<file path="src/rtl/wlf_pkg.sv">
// Shared types and constants of the weighted line-fit accumulator.
// Used by wlf_unit and weighted_line_fit_accumulator; no dependencies.
package wlf_pkg;

  localparam int MaxPoints = 1024;
  localparam int CountW    = 11;
  localparam int DataW     = 128;
  localparam int StepW     = $clog2(DataW);

  typedef enum logic [1:0] {
    OP_ADD   = 2'd0,
    OP_REM   = 2'd1,
    OP_CLEAR = 2'd2,
    OP_QUERY = 2'd3
  } opcode_e;

  typedef enum logic [1:0] {
    STS_OK     = 2'd0,
    STS_FULL   = 2'd1,
    STS_EMPTY  = 2'd2,
    STS_DEGEN  = 2'd3
  } status_e;

  typedef enum logic [1:0] {
    UOP_MUL  = 2'd0,
    UOP_DIV  = 2'd1,
    UOP_SQRT = 2'd2
  } unit_op_e;

  typedef struct packed {
    logic     start;
    unit_op_e op;
  } unit_req_t;

endpackage

</file>
<file path="src/rtl/wlf_unit.sv">
// Shared iterative arithmetic unit: shift-add multiply, restoring divide,
// digit-by-digit square root. Depends on wlf_pkg.
module wlf_unit (
  input  logic                      clk_i,
  input  logic                      rst_ni,
  input  wlf_pkg::unit_req_t        req_i,
  input  logic [wlf_pkg::DataW-1:0] a_i,
  input  logic [wlf_pkg::DataW-1:0] b_i,
  output logic                      done_o,
  output logic [wlf_pkg::DataW-1:0] res_o
);

  localparam int W = wlf_pkg::DataW;

  wlf_pkg::unit_op_e           op_q;
  logic                        busy_q;
  logic                        done_q;
  logic                        neg_q;
  logic [wlf_pkg::StepW-1:0]   cnt_q;
  logic [W-1:0]                acc_q, ra_q, rb_q, qt_q, res_q;

  logic [W-1:0] a_mag, b_mag, mul_sum, mul_res;
  logic [W-1:0] div_rem, div_rem_n, div_q_n;
  logic [W-1:0] sq_t, sq_root_n;
  logic         div_ge, sq_ge;

  // signed magnitudes for the multiplier
  assign a_mag   = a_i[W-1] ? (~a_i + W'(1)) : a_i;
  assign b_mag   = b_i[W-1] ? (~b_i + W'(1)) : b_i;
  assign mul_sum = acc_q + (rb_q[0] ? ra_q : '0);
  assign mul_res = neg_q ? (~acc_q + W'(1)) : acc_q;

  assign div_rem   = {acc_q[W-2:0], ra_q[W-1]};
  assign div_ge    = div_rem >= rb_q;
  assign div_rem_n = div_ge ? (div_rem - rb_q) : div_rem;
  assign div_q_n   = {qt_q[W-2:0], div_ge};

  assign sq_t      = qt_q + ra_q;
  assign sq_ge     = acc_q >= sq_t;
  assign sq_root_n = sq_ge ? ((qt_q >> 1) + ra_q) : (qt_q >> 1);

  always_ff @(posedge clk_i or negedge rst_ni) begin
    if (!rst_ni) begin
      op_q   <= wlf_pkg::UOP_MUL;
      busy_q <= 1'b0;
      done_q <= 1'b0;
      neg_q  <= 1'b0;
      cnt_q  <= '0;
      acc_q  <= '0;
      ra_q   <= '0;
      rb_q   <= '0;
      qt_q   <= '0;
      res_q  <= '0;
    end else begin
      done_q <= 1'b0;
      if (req_i.start) begin
        op_q   <= req_i.op;
        busy_q <= 1'b1;
        qt_q   <= '0;
        case (req_i.op)
          wlf_pkg::UOP_MUL: begin
            acc_q <= '0;
            ra_q  <= a_mag;
            rb_q  <= b_mag;
            neg_q <= a_i[W-1] ^ b_i[W-1];
          end
          wlf_pkg::UOP_DIV: begin
            acc_q <= '0;
            ra_q  <= a_i;
            rb_q  <= b_i;
            cnt_q <= wlf_pkg::StepW'(W - 1);
          end
          wlf_pkg::UOP_SQRT: begin
            acc_q <= {{(W/2){1'b0}}, a_i[W/2-1:0]};
            ra_q  <= W'(1) << (W/2 - 2);
            cnt_q <= wlf_pkg::StepW'(W/4 - 1);
          end
          default: begin
            busy_q <= 1'b0;
          end
        endcase
      end else if (busy_q) begin
        case (op_q)
          wlf_pkg::UOP_MUL: begin
            if (rb_q == '0) begin
              res_q  <= mul_res;
              done_q <= 1'b1;
              busy_q <= 1'b0;
            end else begin
              acc_q <= mul_sum;
              ra_q  <= ra_q << 1;
              rb_q  <= rb_q >> 1;
            end
          end
          wlf_pkg::UOP_DIV: begin
            acc_q <= div_rem_n;
            qt_q  <= div_q_n;
            ra_q  <= ra_q << 1;
            cnt_q <= cnt_q - wlf_pkg::StepW'(1);
            if (cnt_q == '0) begin
              res_q  <= div_q_n;
              done_q <= 1'b1;
              busy_q <= 1'b0;
            end
          end
          wlf_pkg::UOP_SQRT: begin
            if (sq_ge) acc_q <= acc_q - sq_t;
            qt_q  <= sq_root_n;
            ra_q  <= ra_q >> 2;
            cnt_q <= cnt_q - wlf_pkg::StepW'(1);
            if (cnt_q == '0) begin
              res_q  <= sq_root_n;
              done_q <= 1'b1;
              busy_q <= 1'b0;
            end
          end
          default: begin
            busy_q <= 1'b0;
          end
        endcase
      end
    end
  end

  assign done_o = done_q;
  assign res_o  = res_q;

`ifndef SYNTH
  a_start_idle: assert property (@(posedge clk_i) disable iff (!rst_ni)
    req_i.start |-> !busy_q) else $error("unit started while busy");
  a_done_idle: assert property (@(posedge clk_i) disable iff (!rst_ni)
    done_q |-> !busy_q) else $error("done while still busy");
  a_done_pulse: assert property (@(posedge clk_i) disable iff (!rst_ni)
    done_q |=> !done_q) else $error("done held more than one cycle");
`endif

endmodule

</file>
<file path="config.mk">
export PLATFORM = sky130hd
export DESIGN_NAME = wlf_unit
export DESIGN_NICKNAME = d
export VERILOG_FILES = /design/src/rtl/wlf_pkg.sv /design/src/rtl/wlf_unit.sv
export SDC_FILE = /design/constraint.sdc
export NUM_CORES = 2
export LEC_CHECK = 0
export BUFFER_PORTS_ARGS = -buffer_cell sky130_fd_sc_hd__buf_4
export CAP_MARGIN = 20
export CORE_MARGIN = 1
export CORE_UTILIZATION = 50
export DETAILED_ROUTE_END_ITERATION = 10
export HOLD_SLACK_MARGIN = 0.06
export PLACE_DENSITY = 0.67
export SLEW_MARGIN = 20
export SYNTH_ARGS = -nofsm -noshare
export SYNTH_HDL_FRONTEND = slang
export SYNTH_SLANG_ARGS = --single-unit
export TNS_END_PERCENT = 1
</file>
<file path="constraint.sdc">
create_clock -name clk_i -period 9.5 [get_ports clk_i]
set_input_delay 0.475 -clock clk_i [delete_from_list [all_inputs] [get_ports clk_i]]
set_output_delay 0.475 -clock clk_i [all_outputs]
set_load 0.02 [all_outputs]
</file>
[Yosys cells after proc, flatten, opt, wreduce, memory -nomap -nowiden]
Index checks and enable logic that the tools add are counted.
W data, S select, Z words.
Storage, ports and cells
  register bits: 652
Cells by class
  $add $sub $neg: 9
  order comparisons: 2
  eq/ne operators: 14
  mux-type cells: 44
  bitwise logic cells: 5
  reduce and logical (&&, ||, !) cells: 20
Operators with widths (number)
  $mux W128: 22
  $pmux W128 S3: 4
  $pmux W128 S2: 3
  $add A128 B1 Y128 const B: 3
  $not A128 Y128: 3
  $add A128 B128 Y128: 2
  $ge A128 B128 Y1: 2
  $sub A128 B128 Y128: 2
  $add A127 B128 Y128: 1
  $logic_not A128 Y1: 1
  $mux W7: 3
  $pmux W7 S2: 1
  $mux W1: 9
  $ne A2 B2 Y1 const B: 4
  $reduce_and A4 Y1: 2
  $logic_not A7 Y1: 1
  $sub A7 B1 Y7 const B: 1
  $ne A3 B1 Y1 const B: 2
  $ne A3 B3 Y1 const B: 2
  $reduce_and A6 Y1: 1
  $reduce_bool A2 Y1: 3
  $reduce_bool A3 Y1: 2
  $reduce_and A5 Y1: 1
  $eq A2 B1 Y1 const B: 2
  12 further kinds: 17

[Depth between registers and ports, before layout]
  depth after elaboration: 6
  mapped depth: 34

[Worst setup path before layout]
OpenSTA, ideal clock, no wires.
  path type: reg-to-reg
  start point: register ra_q[0]
  end point: register qt_q[94]
  library setup time: 121 ps
  data arrival time: 6719 ps
  data required time: 9379 ps
  path slack: 2660 ps
  cell stages (with the launch flop): 32
  path buffers: 4
  cells stage by stage: dfrtp_1 ha_1 inv_1 fa_1 nor2b_1 o31a_1 o31a_1 a211oi_1 o21ai_1 a21bo_2 a31oi_1 o21ai_1 a31oi_1 o21ai_1 a211oi_1 o21ai_0 xnor2_1 ha_1 clkbuf_1 nand2_1 nor3_1 nand2_1 nor2_1 nand4_1 o31ai_1 clkbuf_1 clkbuf_1 clkbuf_1 nand2_1 o211ai_1 o21ai_0 a22o_1
On the way
  cells in the longest elaborated chain, start to end: 6
RTL lines
  start: declaration: line wlf_unit.sv:20  | logic [W-1:0] acc_q, ra_q, rb_q, qt_q, res_q;
  start signal: assignment: line wlf_unit.sv:63  | ra_q <= a_mag;
  start signal: assignment: line wlf_unit.sv:69  | ra_q <= a_i;
  start signal: assignment: line wlf_unit.sv:75  | ra_q <= W'(1) << (W/2 - 2);
  $add A128 B128 Y128: line wlf_unit.sv:38  | assign sq_t = qt_q + ra_q;
  $ge A128 B128 Y1: line wlf_unit.sv:39  | assign sq_ge = acc_q >= sq_t;
  $mux W128 *: line wlf_unit.sv:40  | assign sq_root_n = sq_ge ? ((qt_q >> 1) + ra_q) : (qt_q >> 1);
  $pmux W128 S2 *: line wlf_unit.sv:83  | case (op_q)
  $mux W128 *: line wlf_unit.sv:82  | end else if (busy_q) begin
  $mux W128 *: line wlf_unit.sv:56  | if (req_i.start) begin
  end signal: assignment: line wlf_unit.sv:97  | qt_q <= div_q_n;
  end signal: assignment: line wlf_unit.sv:108  | qt_q <= sq_root_n;
  end: declaration: line wlf_unit.sv:20
Mark *: on every way between the ends. The rest lies on a longest branch, timed or not. The select of a mux whose other input is x is not followed.
A chain may end at the register's enable or synchronous reset.

[Worst setup path after layout]
  start point: register ra_q[16]
  end point: register res_q[53] (netlist: res_o[53])
On the way
  cells in the longest elaborated chain, start to end: 5
RTL lines
  $add A128 B128 Y128: line wlf_unit.sv:38
  $ge A128 B128 Y1: line wlf_unit.sv:39
  $mux W128 *: line wlf_unit.sv:40
  $mux W128 *: line wlf_unit.sv:111  | if (cnt_q == '0) begin
  $pmux W128 S3 *: line wlf_unit.sv:83
  end signal: assignment: line wlf_unit.sv:86  | res_q <= mul_res;
  end signal: assignment: line wlf_unit.sv:101  | res_q <= div_q_n;
  end signal: assignment: line wlf_unit.sv:112  | res_q <= sq_root_n;
  end: declaration: line wlf_unit.sv:20
Marked as above.

==> results.yml <==
logic_synthesis:
  synth_sequential_area_ratio_pct: 18.62
  yosys_warnings: 0
  synthCells: 12593
  ys_ff_latch: 652
  mappedNetlistArea_um2: 87630
  synth_edf_count: 0
  postSynth.topFlopCell: "sky130_fd_sc_hd__dfrtp_1"
  post_synthesis_net_count: 13510
  syn-mean-instance-area_um2: 6.958
  synth_cell_types: 93
  postSynth.asyncResetShare_pct: 100.0
cells_and_area:
  post_layout_util_pct: 54.80
  finish.cell_count_without_fillers: 14875
  layout-drive-gt1-share_pct: 6.718
  stdcell_area_um2: 95360
  fillerInstances: 16937
  areaGrowthSynthToFinish_pct: 8.824
  nNetsFinal: 13368
clocking:
  cts_sinks: 652
  insertion_delay_ns: 0.78
  cts_root_buffer: "sky130_fd_sc_hd__clkbuf_16"
  postCtsSetupRepairBufs: 0
  ctsHtreeMaxLevel: 3
  cts_tree: "built"
  numCtsBuffers: 83
  clkSlewWorstSetupHoldPaths_ns: 0.06
  cts.path.max_buffers: 3
die:
  pin_count: 390
  fp.coreArea_um2: 174000
  die-height_um: 420.6
  die_x_um: 420.6
  rows: 153
  initial_core_util_pct: 50.36
  fp.dieArea_um2: 176900
global_routing:
  grt_first_pass_wirelength_um: 609000
  grt_pass1_vias: 91473
  groute.usage.overall_pct: 46.24
  antenna_found_initial: 37
  grt.overflow.total: 0
  maximum_number_of_pins_on_one_net_before_global_route_repair: 198
place:
  globalplace.congestion: 1.088
  dp_hpwl_um: 341700
  pre_cts_ws_ns: 0.6746
  io_buffers: 389
  postPlaceCellArea_um2: 91920
  placed_cells_incl_taps: 14646
worst_hold_path:
  hold-path-cell-count: 3
  hold_path.class: "input pin to register"
power:
  ir_worst_vdd_mv: 0.2299
  p_leak_nw: 40.44
  fin_total_pwr_mw: 34.10
  powerDensity_nw_per_um2: 357.5
timing:
  final_period_minus_worst_setup_slack_ns: 9.081
  relSlewSlack_pct: 16.19
  finalHoldViolations: 0
  finalSetupViolations: 0
  whs_ns: 0.1061
  worst_slack_ns: 0.4191
  fin_setup_tns_ns: 0
  period_share_pct: 95.59
  tightest_slew_ns: 1.238
  grt_setup_unrepaired: "no"
  maxClockFrequency_mhz: 110.1
  clock-skew-final_ns: 0.07803
  final_max_slew_viol_count: 0
drt:
  detail_route.wirelength_um: 427200
  antenna_violating_nets_post_route: 0
  drcViolationCount: 0
  dr.pass1.iters: 9
  routed_via_density: 6.886
  detail_route.wl_per_cell_um: 28.72
  via_count: 102426
  drt-initial-drc-count: 14866
critical_path:
  timing.critical_path.required_ns: 10.20
  timing.critical_path.mode_cell: "sky130_fd_sc_hd__o21ai_0"
  cp_max_stage_delay_ns: 0.73
  reg2reg_depth: 30
  critical_path.max_fanout: 21
  endpoint_kind: "register"
  slowest_stage: "sky130_fd_sc_hd__a221oi_1"
  worst_path_arrival_time_ns: 9.78
  critical_path_startpoint_category: "register"
  critical_path_class: "register to register"
job:
  timing.max_cap.violations: 0
outcome:
  run_status: "complete, no violations"
-- timing repair --
action	4_1_cts	5_1_grt
setup endpoints to repair	0	1
hold buffers	44	0
gates resized for setup	0	1
hold endpoints to repair	102	0
-- Yosys cell counts, drive strengths merged, types with 207 or more instances --
| library cell | number | area share (%) |
|---|---|---|
| nor2 | 1028 | 4.4 |
| a21oi | 1496 | 8.5 |
| mux2i | 248 | 2.8 |
| xnor2 | 501 | 5.0 |
| nor3 | 207 | 1.2 |
| nand3 | 248 | 1.4 |
| ha | 651 | 9.3 |
| inv | 467 | 2.0 |
| dfrtp | 652 | 19 |
| nand2 | 1508 | 6.5 |
| clkbuf | 755 | 3.2 |
| o21ai | 1417 | 8.1 |
| a21o | 328 | 2.8 |
| xor2 | 304 | 3.0 |
| nand4 | 316 | 2.3 |
-- worst paths after layout --
check	startpoint	to	slack (ns)
min in group asynchronous	rst_ni	ra_q[126]	0.28
worst max-delay path	ra_q[16]	res_o[53]	0.42
worst min-delay path	b_i[0]	rb_q[0]	0.11
max in group asynchronous	rst_ni	acc_q[8]	6.66
worst min register to register	res_o[42]	res_o[42]	0.48
worst max register to register	ra_q[16]	res_o[53]	0.42
-- cell type report --
class                   count  area, µm²  share of cell area (%)
flip-flops and latches    652      16320                   17.12
diodes                     32      80.08                 0.08397
repair buffers            602       4735                   4.965
inverters                 468       1765                   1.851
well taps                2325       2909                   3.051
multi-input cells       10644      66660                   69.90
clock inverters            36      480.5                  0.5038
clock buffers             116       2412                   2.530
-- state kept, by name (all words and copies together), names as in the netlist, 2 cells and up --
| name | flops |
|---|---|
| qt_q | 128 |
| rb_q | 128 |
| cnt_q | 7 |
| op_q | 2 |
| acc_q | 128 |
| ra_q | 128 |
| res_o | 128 |
-- cells in the final DEF, fill, tap and decap left out, types with 93 or more instances in the layout --
| cell type | synthesis | layout |
|---|---|---|
| sky130_fd_sc_hd__inv_1 | 467 | 464 |
| sky130_fd_sc_hd__xor2_1 | 304 | 304 |
| sky130_fd_sc_hd__o21bai_1 | 206 | 206 |
| sky130_fd_sc_hd__nand4_1 | 316 | 316 |
| sky130_fd_sc_hd__buf_4 | 1 | 547 |
| sky130_fd_sc_hd__o211ai_1 | 191 | 191 |
| sky130_fd_sc_hd__nor2_1 | 1028 | 1024 |
| sky130_fd_sc_hd__nor4_1 | 121 | 119 |
| sky130_fd_sc_hd__or3_1 | 122 | 122 |
| sky130_fd_sc_hd__nand3_1 | 248 | 248 |
| sky130_fd_sc_hd__mux2i_1 | 248 | 248 |
| sky130_fd_sc_hd__o31ai_1 | 134 | 133 |
| sky130_fd_sc_hd__a21o_1 | 328 | 328 |
| sky130_fd_sc_hd__a31oi_1 | 120 | 120 |
| sky130_fd_sc_hd__a21oi_1 | 1496 | 1495 |
| sky130_fd_sc_hd__nand2_1 | 1508 | 1506 |
| sky130_fd_sc_hd__o21a_1 | 93 | 93 |
| sky130_fd_sc_hd__nor3_1 | 206 | 206 |
| sky130_fd_sc_hd__dfrtp_1 | 652 | 650 |
| sky130_fd_sc_hd__ha_1 | 651 | 648 |
| sky130_fd_sc_hd__o21ai_0 | 1408 | 1407 |
| sky130_fd_sc_hd__xnor2_1 | 500 | 500 |
| sky130_fd_sc_hd__and2_1 | 167 | 166 |
-- report_power, final --
group	internal (mW)	total (mW)	switching, mW	leakage (nW)
combinational	8.30	24.6	16.3	30.6
clock	1.93	3.43	1.50	1.39
sequential	3.62	6.09	2.47	8.41
total	13.9	34.1	20.2	40.4
-- worst max-delay path, delay by kind of cell (launching register included) --
family | cells | cell delay [ns]
and+or+nand+nor | 8 | 1.82
DFF | 1 | 0.46
AOI/OAI and AO/OA | 18 | 5.09
adders and majority gates | 2 | 0.94
buffers and inverters | 2 | 0.65
-- metal layers --
metal	vias to the layer above	share of wire [%]	global-route usage, %
li1	45943	-	-
met5	-	0.086	0.6113
met1	48743	42	64.84
met3	882	17	22.21
met4	26	4.3	17.04
met2	6832	37	59.61
-- logic make-up (layout without fill, tap and decap cells) --
kind of cell,after synthesis,in the layout,synth area share [%]
AOI/OAI and AO/OA,4793,4793,33.34
and+or+nand+nor,4121,4121,21.91
buffers and inverters,1297,1222,5.567
xor gates and xnor gates,805,805,8.055
adders and majority gates,656,656,9.410
DFF,652,652,18.62
muxes,269,269,3.103
other,0,32,0
Power figures use the tool's default switching activity.
